--- src/sv/svpwm_pkg.sv ---
// ----------------------------------------------------------------------------
// SVPWM package
// Shared types, fixed-point constants and sector decode for the modulator.
// ----------------------------------------------------------------------------
`default_nettype none

package svpwm_pkg;

	localparam int ANGLE_BITS   = 16;
	localparam int QUARTER_BITS = ANGLE_BITS - 2;
	localparam int TFB          = 15;                 // time fraction bits
	localparam int N_W          = 58;                 // signed numerator width
	localparam int D_W          = 59;                 // unsigned divisor width
	localparam int DIV_LAT      = TFB + 1;            // divider stages
	localparam int LAT          = 14 + DIV_LAT;       // request to result

	localparam logic [TFB:0]   TIME_ONE  = (TFB+1)'(1) << TFB;
	localparam logic [TFB-1:0] TIME_HALF = TFB'(1) << (TFB - 1);

	localparam logic [16:0] SIN_A = 17'd51472;
	localparam logic [14:0] SIN_B = 15'd21024;
	localparam logic [11:0] SIN_C = 12'd2320;
	localparam logic signed [17:0] SQRT3_Q15 = 18'sd56756;

	localparam logic CFG_SUPPLY = 1'b0;
	localparam logic CFG_PERIOD = 1'b1;

	localparam logic [14:0] SUPPLY_RST = 15'd12288;
	localparam logic [15:0] PERIOD_RST = 16'd1000;

	typedef struct packed {
		logic signed [15:0] torque_voltage;
		logic signed [15:0] direct_voltage;
		logic [15:0]        rotor_angle;
	} req_t;

	typedef struct packed {
		logic [15:0] compare_a;
		logic [15:0] compare_b;
		logic [15:0] compare_c;
		logic [2:0]  sector_number;
	} rsp_t;

	// Map the three sign tests to a sector; empty codes fall back to sector 1.
	function automatic logic [2:0] sector_of(input logic [2:0] code);
		logic [2:0] s;
		case (code)
			3'd1: s = 3'd2;
			3'd2: s = 3'd6;
			3'd3: s = 3'd1;
			3'd4: s = 3'd4;
			3'd5: s = 3'd3;
			3'd6: s = 3'd5;
			default: s = 3'd1;
		endcase
		return s;
	endfunction

endpackage

`default_nettype wire

--- src/sv/svpwm_sin.sv ---
// ----------------------------------------------------------------------------
// SVPWM sine unit
// Five-stage polynomial sine of a turn angle, signed Q2.15 result.
// ----------------------------------------------------------------------------
`default_nettype none

module svpwm_sin (
	input  wire logic        clk,
	input  wire logic        en,
	input  wire logic [15:0] angle,
	output logic signed [17:0] sine
);

	localparam int ANGLE_MSB = svpwm_pkg::ANGLE_BITS - 1;

	logic [1:0]  quad;
	logic [14:0] r_w;
	logic [15:0] z_w;

	logic [15:0] z_s1, z_s2, z_s3, z_s4;
	logic        neg_s1, neg_s2, neg_s3, neg_s4;
	logic [15:0] z2_s2, z2_s3;
	logic [14:0] t_s3;
	logic [16:0] t_s4;

	logic [31:0] zz_w;
	logic [27:0] cz_w;
	logic [30:0] tz_w;
	logic [32:0] sz_w;

	assign quad = angle[ANGLE_MSB -: 2];
	assign r_w  = 15'({angle[svpwm_pkg::QUARTER_BITS-1:0], 1'b0});
	assign z_w  = quad[0] ? (16'd32768 - {1'b0, r_w}) : {1'b0, r_w};

	assign zz_w = z_s1 * z_s1;
	assign cz_w = svpwm_pkg::SIN_C * z2_s2;
	assign tz_w = t_s3 * z2_s3;
	assign sz_w = t_s4 * z_s4;

	always_ff @(posedge clk) begin
		if (en) begin
			z_s1   <= z_w;
			neg_s1 <= quad[1];

			z_s2   <= z_s1;
			neg_s2 <= neg_s1;
			z2_s2  <= zz_w[30:15];

			z_s3   <= z_s2;
			neg_s3 <= neg_s2;
			z2_s3  <= z2_s2;
			t_s3   <= svpwm_pkg::SIN_B - 15'(cz_w >> 15);

			z_s4   <= z_s3;
			neg_s4 <= neg_s3;
			t_s4   <= svpwm_pkg::SIN_A - 17'(tz_w >> 15);

			sine   <= neg_s4 ? -$signed({1'b0, sz_w[31:15]}) : $signed({1'b0, sz_w[31:15]});
		end
	end

endmodule

`default_nettype wire

--- config.mk ---
export PLATFORM = sky130hd
export DESIGN_NAME = svpwm_sin
export DESIGN_NICKNAME = d
export VERILOG_FILES = /design/src/sv/svpwm_pkg.sv /design/src/sv/svpwm_sin.sv
export SDC_FILE = /design/constraint.sdc
export NUM_CORES = 2
export LEC_CHECK = 0
export BUFFER_PORTS_ARGS = -buffer_cell sky130_fd_sc_hd__buf_2
export CAP_MARGIN = 20
export CORE_MARGIN = 2
export CORE_UTILIZATION = 67
export DETAILED_ROUTE_END_ITERATION = 8
export PLACE_DENSITY = 0.82
export RECOVER_POWER = 25
export SYNTH_ARGS = -nofsm -noshare
export SYNTH_HDL_FRONTEND = slang
export SYNTH_SLANG_ARGS = --single-unit
--- constraint.sdc ---
create_clock -name clk -period 10.43 [get_ports clk]
set_input_delay 2.086 -clock clk [delete_from_list [all_inputs] [get_ports clk]]
set_output_delay 2.086 -clock clk [all_outputs]
set_load 0.01 [all_outputs]
==> run summary <==
Critical Path RT: 10.67 ns
Vias per Instance: 5.74
RSZ-0062 raised after global routing: no
Nets: 3,761
Initial antenna violation count: 0
Core box area: 41,900 sq um
Final Critical Period: 8.43 ns
Synth warn: 0
Worst path top cell family by delay: adder cells
Synthesized net count: 3,803
Drt pass-1 iters: 6
Ranking of synthesized cells by area: fa_1 36%, edfxtp_1 15%, ha_1 15%
CTS max path bufs: 2
Hold_buf cts: 0
Area Growth Syn to Fin: 3.82%
# diodes: 0
Worst Hold End: z_s4[6]$_DFFE_PP_
Routability cong.: 0.977
Post-synth top area share: 36.3%
Total gr overflow: 0
Status: finished with violations
Setup Skew: 0.0143 ns
Hold Path Depth: 0
Ys async rst share: 0%
Place WS: 2.23 ns
Reg2Reg Depth: 25
Final period utilization: 80.8%
Critical Path Max Stage Delay: 0.87 ns
Die Width: 210 um
Max cap viols: 1
CTS tree: yes
Reg2Reg Setup Slack: 2.00 ns
Final hold vios: 0
Post-CTS Setup Bufs: 0
CP Launch Type: register
First-pass GRT wire length: 104 mm
Post-synthesis instance area: 28,500 sq um
CP Data Arrival Time: 8.67 ns
Clock root cell: clkbuf_16
Setup crit end kind: register
Post-Syn Instances: 2,922
Slew headroom: -173%
Least-Margin Pin Slew: 4.10 ns
Vias in the first global route: 21,500
Final setup vio count: 0
Clock Pin Slew Worst Setup and Hold Paths: 0.08 ns
Detailed-route via count: 19,700
Total GRT Usage: 30.1%
Pin count of the biggest net entering global routing: 77
Die height: 210 um
Initial Util: 68.0%
Worst Hold Launch: z_s3[6]$_DFFE_PP_
Clock latency on the worst-skew pair: 0.48 ns
Sequential fraction of the synthesis area: 15.4%
Synth Register Bits: 146
Clk sinks: 146
HP Class: register to register
Post-DP HPWL: 50.6 mm
R2R Path End: t_s4[13]$_DFFE_PP_
Max H-tree Level: 4
Final WS setup: 2.00 ns
Setup CP Type: register to register
EDFF count, synth: 146
Largest area contributor in the netlist: fa_1
DRT antenna net count: 0
Max-slew violation count: 77
Distinct cells, synth: 65
Num rows: 75
Routed len/inst: 18.1 um
Largest fanout on the critical path: 15
Cts bufs inserted: 17
Total Routed Length: 62.2 mm
Die Area: 44,200 sq um
Top Ports: 36
Syn Area/Cell: 9.76 sq um
Setup_tns: 0 ns
PostCTS Resize Cnt: 0
Main flop type after synthesis: edfxtp_1
R2r startpoint: z2_s3[7]$_DFFE_PP_
Starting DRT DRC Count: 1,463
IO buf count: 35
Layout cell share with drive strength beyond 1: 2.83%
Drt drc: 0
Slowest-stage cell, CP: a221oi_1
Fmax: 0.119 GHz
Buf/Inv on CP: 6
Violated checks: max-capacitance violations, max-slew violations
## cells in the mapped netlist, drive strengths merged (5+ instances only)
| master | n |
|---|---|
| inv | 670 |
| and2 | 289 |
| fa | 517 |
| nor2b | 17 |
| edfxtp | 146 |
| or3 | 5 |
| clkbuf | 95 |
| a211oi | 6 |
| nand4 | 11 |
| or2 | 7 |
| o21a | 14 |
| o31ai | 12 |
| and3 | 6 |
| ha | 346 |
| xor2 | 38 |
| o221ai | 5 |
| nand2b | 6 |
| nor3 | 20 |
| a21o | 27 |
| nand3 | 18 |
| nor2 | 55 |
| xnor2 | 81 |
| a211o | 6 |
| o21ai | 39 |
| a31oi | 11 |
| nand2 | 358 |
| o21bai | 6 |
| a21oi | 47 |
## worst register-to-register path, cell delays in order, from the launching register on
cell and delay, ns:
edfxtp_1 0.63, and2_1 0.30, fa_1 0.54, inv_1 0.05, fa_1 0.48, inv_1 0.06, fa_1 0.49, inv_1 0.05
fa_1 0.52, inv_1 0.05, fa_1 0.48, inv_1 0.05, fa_1 0.48, inv_1 0.05, ha_1 0.27, nand3_1 0.11
o221ai_1 0.14, a221oi_1 0.87, o311ai_1 0.39, xnor2_1 0.37, o311ai_1 0.22, a21oi_1 0.46, o211ai_1 0.30, a2111oi_0 0.56
nor3_1 0.12, xnor2_1 0.14
## layout by cell type, fill, tap and decap left out, types with 47 or more instances in the layout
| master | count |
|---|---|
| and2_1 | 289 |
| a21oi_1 | 47 |
| xnor2_1 | 81 |
| nand2_1 | 358 |
| nor2_1 | 55 |
| fa_1 | 517 |
| inv_1 | 670 |
| ha_1 | 346 |
| edfxtp_1 | 146 |
## state kept, by name (all words and copies together) (netlist names)
register  cells
neg_s1        1
neg_s2        1
neg_s3        1
neg_s4        1
sine         18
t_s3         15
t_s4         17
z2_s2        16
z2_s3        16
z_s1         15
z_s2         15
z_s3         15
z_s4         15
## per-stage QoR
stage	utilization [%]	hold slack [ns]	cell area, sq um	std cells
after floorplan	-	0.400	28500	2922
after global placement	69.2	0.401	29000	3400
after detailed placement	69.2	0.405	29000	3400
after CTS	70.6	0.420	29600	3432
after global routing	70.6	0.425	29600	3432
final	70.6	0.419	29600	3432
## how the worst max path moves through the flow
stage | startpoint | end | slack, ns | cells past startpoint
3_5_place_dp | z2_s3[7]$_DFFE_PP_ | t_s4[13]$_DFFE_PP_ | 2.23 | 25
5_1_grt | z2_s3[7]$_DFFE_PP_ | t_s4[13]$_DFFE_PP_ | 1.72 | 25
6_report | z2_s3[7]$_DFFE_PP_ | t_s4[13]$_DFFE_PP_ | 2.00 | 25
2_1_floorplan | z_s4[7]$_DFFE_PP_ | sine[12]$_DFFE_PP_ | 3.12 | 26
4_1_cts | z2_s3[7]$_DFFE_PP_ | t_s4[13]$_DFFE_PP_ | 2.24 | 25
3_3_place_gp | z2_s3[8]$_DFFE_PP_ | t_s4[13]$_DFFE_PP_ | 2.53 | 25
## final cells by class
cell class	instances	area [sq um]
well taps	539	674
inverters	670	2510
clock buffers	17	425
clock inverters	15	175
repair buffers	36	180
flip-flops and latches	146	4380
multi-input cells	2009	21300
fillers	2994	12300
## per-layer routing
metal | part of all wire [%] | track usage [%] | up-vias
li1 | - | - | 8872
met1 | 40 | 38.4 | 9986
met2 | 50 | 51.8 | 742
met3 | 7.7 | 5.68 | 115
met4 | 2.6 | 10.4 | 0
met5 | 0 | 0 | -
## cell families (layout without fill, tap and decap cells)
kind of cell / after synthesis / after routing / synth area share [%]
XOR/XNOR: 119 / 119 / 3.65
AND/OR/NAND/NOR: 812 / 812 / 14.2
adder cells (fa/ha/maj): 863 / 863 / 51.5
AO/OA/AOI/OAI: 209 / 209 / 4.97
multiplexers: 6 / 6 / 0.233
buffers and inverters: 767 / 738 / 10.1
flip-flops: 146 / 146 / 15.4
Power is not shown: default switching activity piles up to over one toggle a cycle in this logic, so the estimate is an artifact.
