===== src/sv/svpwm_pkg.sv =====
// ----------------------------------------------------------------------------
// SVPWM package
// Shared types, fixed-point constants and sector decode for the modulator.
// ----------------------------------------------------------------------------
`default_nettype none

package svpwm_pkg;

	localparam int ANGLE_BITS   = 16;
	localparam int QUARTER_BITS = ANGLE_BITS - 2;
	localparam int TFB          = 15;                 // time fraction bits
	localparam int N_W          = 58;                 // signed numerator width
	localparam int D_W          = 59;                 // unsigned divisor width
	localparam int DIV_LAT      = TFB + 1;            // divider stages
	localparam int LAT          = 14 + DIV_LAT;       // request to result

	localparam logic [TFB:0]   TIME_ONE  = (TFB+1)'(1) << TFB;
	localparam logic [TFB-1:0] TIME_HALF = TFB'(1) << (TFB - 1);

	localparam logic [16:0] SIN_A = 17'd51472;
	localparam logic [14:0] SIN_B = 15'd21024;
	localparam logic [11:0] SIN_C = 12'd2320;
	localparam logic signed [17:0] SQRT3_Q15 = 18'sd56756;

	localparam logic CFG_SUPPLY = 1'b0;
	localparam logic CFG_PERIOD = 1'b1;

	localparam logic [14:0] SUPPLY_RST = 15'd12288;
	localparam logic [15:0] PERIOD_RST = 16'd1000;

	typedef struct packed {
		logic signed [15:0] torque_voltage;
		logic signed [15:0] direct_voltage;
		logic [15:0]        rotor_angle;
	} req_t;

	typedef struct packed {
		logic [15:0] compare_a;
		logic [15:0] compare_b;
		logic [15:0] compare_c;
		logic [2:0]  sector_number;
	} rsp_t;

	// Map the three sign tests to a sector; empty codes fall back to sector 1.
	function automatic logic [2:0] sector_of(input logic [2:0] code);
		logic [2:0] s;
		case (code)
			3'd1: s = 3'd2;
			3'd2: s = 3'd6;
			3'd3: s = 3'd1;
			3'd4: s = 3'd4;
			3'd5: s = 3'd3;
			3'd6: s = 3'd5;
			default: s = 3'd1;
		endcase
		return s;
	endfunction

endpackage

`default_nettype wire


===== src/sv/svpwm_div.sv =====
// ----------------------------------------------------------------------------
// SVPWM ratio divider
// Pipelined restoring divider: floor(num*ONE/den) clamped to [0, ONE].
// ----------------------------------------------------------------------------
`default_nettype none

module svpwm_div (
	input  wire logic                             clk,
	input  wire logic                             en,
	input  wire logic signed [svpwm_pkg::N_W-1:0] num,
	input  wire logic [svpwm_pkg::D_W-1:0]        den,
	output logic [svpwm_pkg::TFB:0]               quo
);

	localparam int TFB = svpwm_pkg::TFB;
	localparam int D_W = svpwm_pkg::D_W;

	logic [D_W:0]   rem_s [TFB+1];
	logic [D_W-1:0] den_s [TFB+1];
	logic [TFB-1:0] q_s   [TFB+1];
	logic           zero_s[TFB+1];
	logic           one_s [TFB+1];

	logic [D_W:0]   rem_w [TFB];
	logic [TFB-1:0] q_w   [TFB];

	// One quotient bit per stage.
	always_comb begin
		for (int k = 0; k < TFB; k++) begin
			if ({rem_s[k][D_W-1:0], 1'b0} >= {1'b0, den_s[k]}) begin
				rem_w[k] = {rem_s[k][D_W-1:0], 1'b0} - {1'b0, den_s[k]};
				q_w[k]   = {q_s[k][TFB-2:0], 1'b1};
			end else begin
				rem_w[k] = {rem_s[k][D_W-1:0], 1'b0};
				q_w[k]   = {q_s[k][TFB-2:0], 1'b0};
			end
		end
	end

	always_ff @(posedge clk) begin
		if (en) begin
			rem_s[0]  <= (D_W+1)'(unsigned'(num));
			den_s[0]  <= den;
			q_s[0]    <= '0;
			zero_s[0] <= (num <= 0);
			one_s[0]  <= (num >= $signed({1'b0, den}));
			for (int k = 1; k <= TFB; k++) begin
				rem_s[k]  <= rem_w[k-1];
				den_s[k]  <= den_s[k-1];
				q_s[k]    <= q_w[k-1];
				zero_s[k] <= zero_s[k-1];
				one_s[k]  <= one_s[k-1];
			end
		end
	end

	assign quo = zero_s[TFB] ? '0 :
	             one_s[TFB]  ? svpwm_pkg::TIME_ONE : {1'b0, q_s[TFB]};

endmodule

`default_nettype wire


===== config.mk =====
export PLATFORM = sky130hd
export DESIGN_NAME = svpwm_div
export DESIGN_NICKNAME = d
export VERILOG_FILES = /design/src/sv/svpwm_pkg.sv /design/src/sv/svpwm_div.sv
export SDC_FILE = /design/constraint.sdc
export NUM_CORES = 2
export LEC_CHECK = 0
export BUFFER_PORTS_ARGS = -buffer_cell sky130_fd_sc_hd__buf_4
export CELL_PAD_IN_SITES_DETAIL_PLACEMENT = 1
export CELL_PAD_IN_SITES_GLOBAL_PLACEMENT = 1
export CORE_MARGIN = 5
export CORE_UTILIZATION = 40
export CTS_CLUSTER_DIAMETER = 200
export CTS_CLUSTER_SIZE = 30
export DETAILED_ROUTE_END_ITERATION = 12
export PLACE_DENSITY_LB_ADDON = 0.1
export SYNTH_ARGS = -nofsm -noshare
export SYNTH_HDL_FRONTEND = slang
export SYNTH_SLANG_ARGS = --single-unit
export TNS_END_PERCENT = 30

===== constraint.sdc =====
create_clock -name clk -period 5.2 [get_ports clk]
set_clock_uncertainty 0.05 [all_clocks]
set_input_delay 1.04 -clock clk [delete_from_list [all_inputs] [get_ports clk]]
set_output_delay 1.04 -clock clk [all_outputs]
set_load 0.02 [all_outputs]

==> flow_summary.json <==
{
  "post_cts_buffers": 0,
  "internal_power_mw": 42.9,
  "gr-total-overflow": 0,
  "cts.clk_slew.worst_paths_ns": 0.12,
  "die_area_um2": 306000,
  "synthDistinctLibCells": 92,
  "worstPathMaxFanout": 31,
  "fp.dieH_um": 553,
  "fp.dieW_um": 553,
  "fin_cells": 15556,
  "drv_cap": 0,
  "setup_viol_count_final": 0,
  "core_area_um2": 294000,
  "grtUsageTotal_pct": 20.4,
  "rows": 199,
  "dp.cells": 15470,
  "powerDensity_nw_per_um2": 586,
  "grt_max_degree": 142,
  "critPathRequiredTime_ns": 5.72,
  "ys_ff_latch": 1921,
  "crit_arrival_ns": 5.32,
  "ios": 135,
  "r2r-start": "rem_s[0][120]",
  "min_period_ns": 4.80,
  "start_util_pct": 40.2,
  "antenna_found_initial": 2,
  "fmax_ghz": 0.208,
  "sw_frac_of_total_pct": 42.4,
  "cts.sinks": 1921,
  "synth-main-ff-cell": "edfxtp_1",
  "cts-htree-levels": 3,
  "nets": 12706,
  "setup_tns_ns": 0,
  "dpl.hpwl_mm": 261,
  "p_seq_share_pct": 34.5,
  "grt_pass1_wl_mm": 502,
  "wl_per_cell_um": 20.5,
  "min_to": "den_s[0][3]",
  "holdBufCountCts": 0,
  "netlist_area_um2": 118000,
  "layout-drive-gt1-share_pct": 5.73,
  "portBuffers": 134,
  "dr.pass1.iters": 6,
  "cts_buffers": 78,
  "netSwitchingPower_mw": 31.6,
  "finalCritPeriodShare_pct": 92.3,
  "grt_pass1_vias": 91403,
  "yosysWarningCount": 0,
  "clk_root_buffer_cell": "clkbuf_16",
  "postRouteAntennaNets": 0,
  "cts_buffer_depth": 4,
  "met3_length_mm": 5.84,
  "worst_setup_path_end_kind": "flop",
  "place_congestion": 0.938,
  "top_layer": "met4",
  "r2r_slack_ns": 0.40,
  "layout_common_cells": "edfxtp_1, a21oi_1, inv_1, nand2_1, ha_1",
  "via_count": 83994,
  "r2r_end": "rem_s[0][234]",
  "synth_edf_count": 1921,
  "power_leakage_nw": 52.5,
  "hold_class": "in -> reg",
  "rsz0062_at_grt": "false",
  "worstSetupPathType": "reg -> reg",
  "via_per_inst": 5.40,
  "synth_cells": 11559,
  "dpl_cell_area_um2": 125000,
  "mostFrequentLayoutCell": "edfxtp_1",
  "syn_avg_cell_area_um2": 10.2,
  "drt_iter0_markers": 3357,
  "syn2layout_area_growth_pct": 7.68,
  "clkLatencyLatePin_ns": 0.87,
  "drc_errors": 0,
  "synthArstFlopShare_pct": 0,
  "dr_wl_met2_mm": 168,
  "worst_slew_pin_slew_ns": 1.11,
  "cp-start-kind": "flop",
  "hold_violations": 0,
  "final_cell_area_um2": 127000,
  "combinationalPowerShare_pct": 55.5,
  "hold_start": "den[3]",
  "drv_slew": 0,
  "hold_path_depth": 1,
  "wl_met1_mm": 125,
  "status": "finished, final reports clean",
  "relSlewSlack_pct": 25.1,
  "r2r.worst_path.cells": 13,
  "tritoncts": "built",
  "wl_mm": 319,
  "clkPwrFrac_pct": 10.0,
  "ir_drop_v": 0.000281,
  "ys_seq_area_share_pct": 48.9,
  "syn_nets": 12634
}
## area by class of cell
class,instances,area [um^2]
Clock buffer,81,2010
Fill cell,32328,167000
Inverter,1132,4250
Antenna cell,3,7.51
Clock inverter,2,46.3
Tap cell,3919,4900
Sequential cell,1921,57700
Multi-Input combinational cell,8084,54600
Timing Repair Buffer,414,3570
## critical path, cell delays in order (launching register included)
cell	delay [ns]
edfxtp_1	0.47
fa_1	0.51
a211oi_1	0.35
o21ai_0	0.23
a32oi_2	0.42
o211ai_1	0.15
nand2_1	0.17
o221ai_1	0.32
a41o_1	0.39
a21oi_1	0.36
a21boi_1	0.33
o41ai_4	0.14
buf_4	0.25
mux2_1	0.36
## per-stage QoR
step	power, mW	utilization (%)	hold WS [ns]	setup slack [ns]
after floorplan	54.4	-	0.350	1.31
after global placement	66.6	42.6	0.350	0.371
after detailed placement	67.4	42.6	0.355	0.291
after CTS	75.2	43.3	0.208	0.238
after global routing	80.5	43.3	0.223	0.0911
final	74.5	43.3	0.309	0.399
## per-layer routing
layer,vias up,global-route usage (%)
li1,41927,-
met1,40426,21.8
met2,1032,39.5
met3,609,1.65
met4,0,11.0
met5,-,0
## cell usage after synthesis (all sizes together) (14+ instances only)
library cell / n / share of area, %
a211o: 20 / 0.15
a2111oi: 17 / 0.15
xnor2: 439 / 3.3
a21boi: 31 / 0.20
a211oi: 72 / 0.47
or2: 18 / 0.095
a31oi: 94 / 0.51
xor2: 333 / 2.5
o31ai: 59 / 0.38
mux2: 150 / 1.4
nor3: 119 / 0.50
edfxtp: 1921 / 49
o41ai: 17 / 0.14
and2: 61 / 0.32
a221oi: 39 / 0.29
a221o: 21 / 0.18
o2111ai: 15 / 0.11
nand2: 946 / 3.0
nand4: 255 / 1.4
nor3b: 16 / 0.10
ha: 942 / 10
o22ai: 15 / 0.080
or3: 22 / 0.12
o31a: 22 / 0.16
nand2b: 96 / 0.51
o21bai: 140 / 0.89
and3: 86 / 0.46
o211ai: 40 / 0.25
a21o: 570 / 3.6
nor2: 726 / 2.3
nor2b: 127 / 0.67
nor4: 44 / 0.23
inv: 1132 / 3.6
o21a: 88 / 0.56
and4: 27 / 0.20
a41oi: 19 / 0.14
buf: 49 / 0.20
nand3: 170 / 0.72
fa: 14 / 0.24
o21ai: 868 / 3.7
a21oi: 1208 / 5.1
clkbuf: 373 / 1.2
## what timing repair did
item	in CTS	in global routing
setup endpoints to repair	0	12
hold endpoints to repair	0	0
gates resized for setup	0	1
## registers in the layout, indices dropped and copies added (netlist names)
register / flops
q_s: 120
den_s: 885
rem_s: 884
zero_s: 16
one_s: 16
## power groups by stage
stage	registers, mW	clock network (mW)	logic, mW
after detailed placement	26.1	0	41.3
after CTS	25.7	7.95	41.5
after floorplan	24.8	0	29.5
final	25.7	7.47	41.3
after global routing	26.2	8.46	45.8
after global placement	26.1	0	40.5
## logic make-up after synthesis
family,share of synthesized area [%]
AO/OA/AOI/OAI,17.9
XOR/XNOR,5.73
adder cells (fa/ha/maj),10.2
buffers and inverters,4.99
flip-flops,48.9
multiplexers,1.46
AND/OR/NAND/NOR,10.9
## worst max path at each step
stage | from | endpoint | slack (ns) | depth (start not counted)
3_3_place_gp | den_s[0][118] | rem_s[0][187] | 0.37 | 14
4_1_cts | den_s[0][118] | rem_s[0][234] | 0.24 | 14
5_1_grt | den_s[0][118] | rem_s[0][234] | 0.09 | 14
3_5_place_dp | rem_s[0][120] | rem_s[0][187] | 0.29 | 13
2_1_floorplan | rem_s[1][120] | rem_s[1][181] | 1.31 | 13
6_report | rem_s[0][120] | rem_s[0][234] | 0.40 | 13
Note: power is estimated with default switching activity, not from simulation.
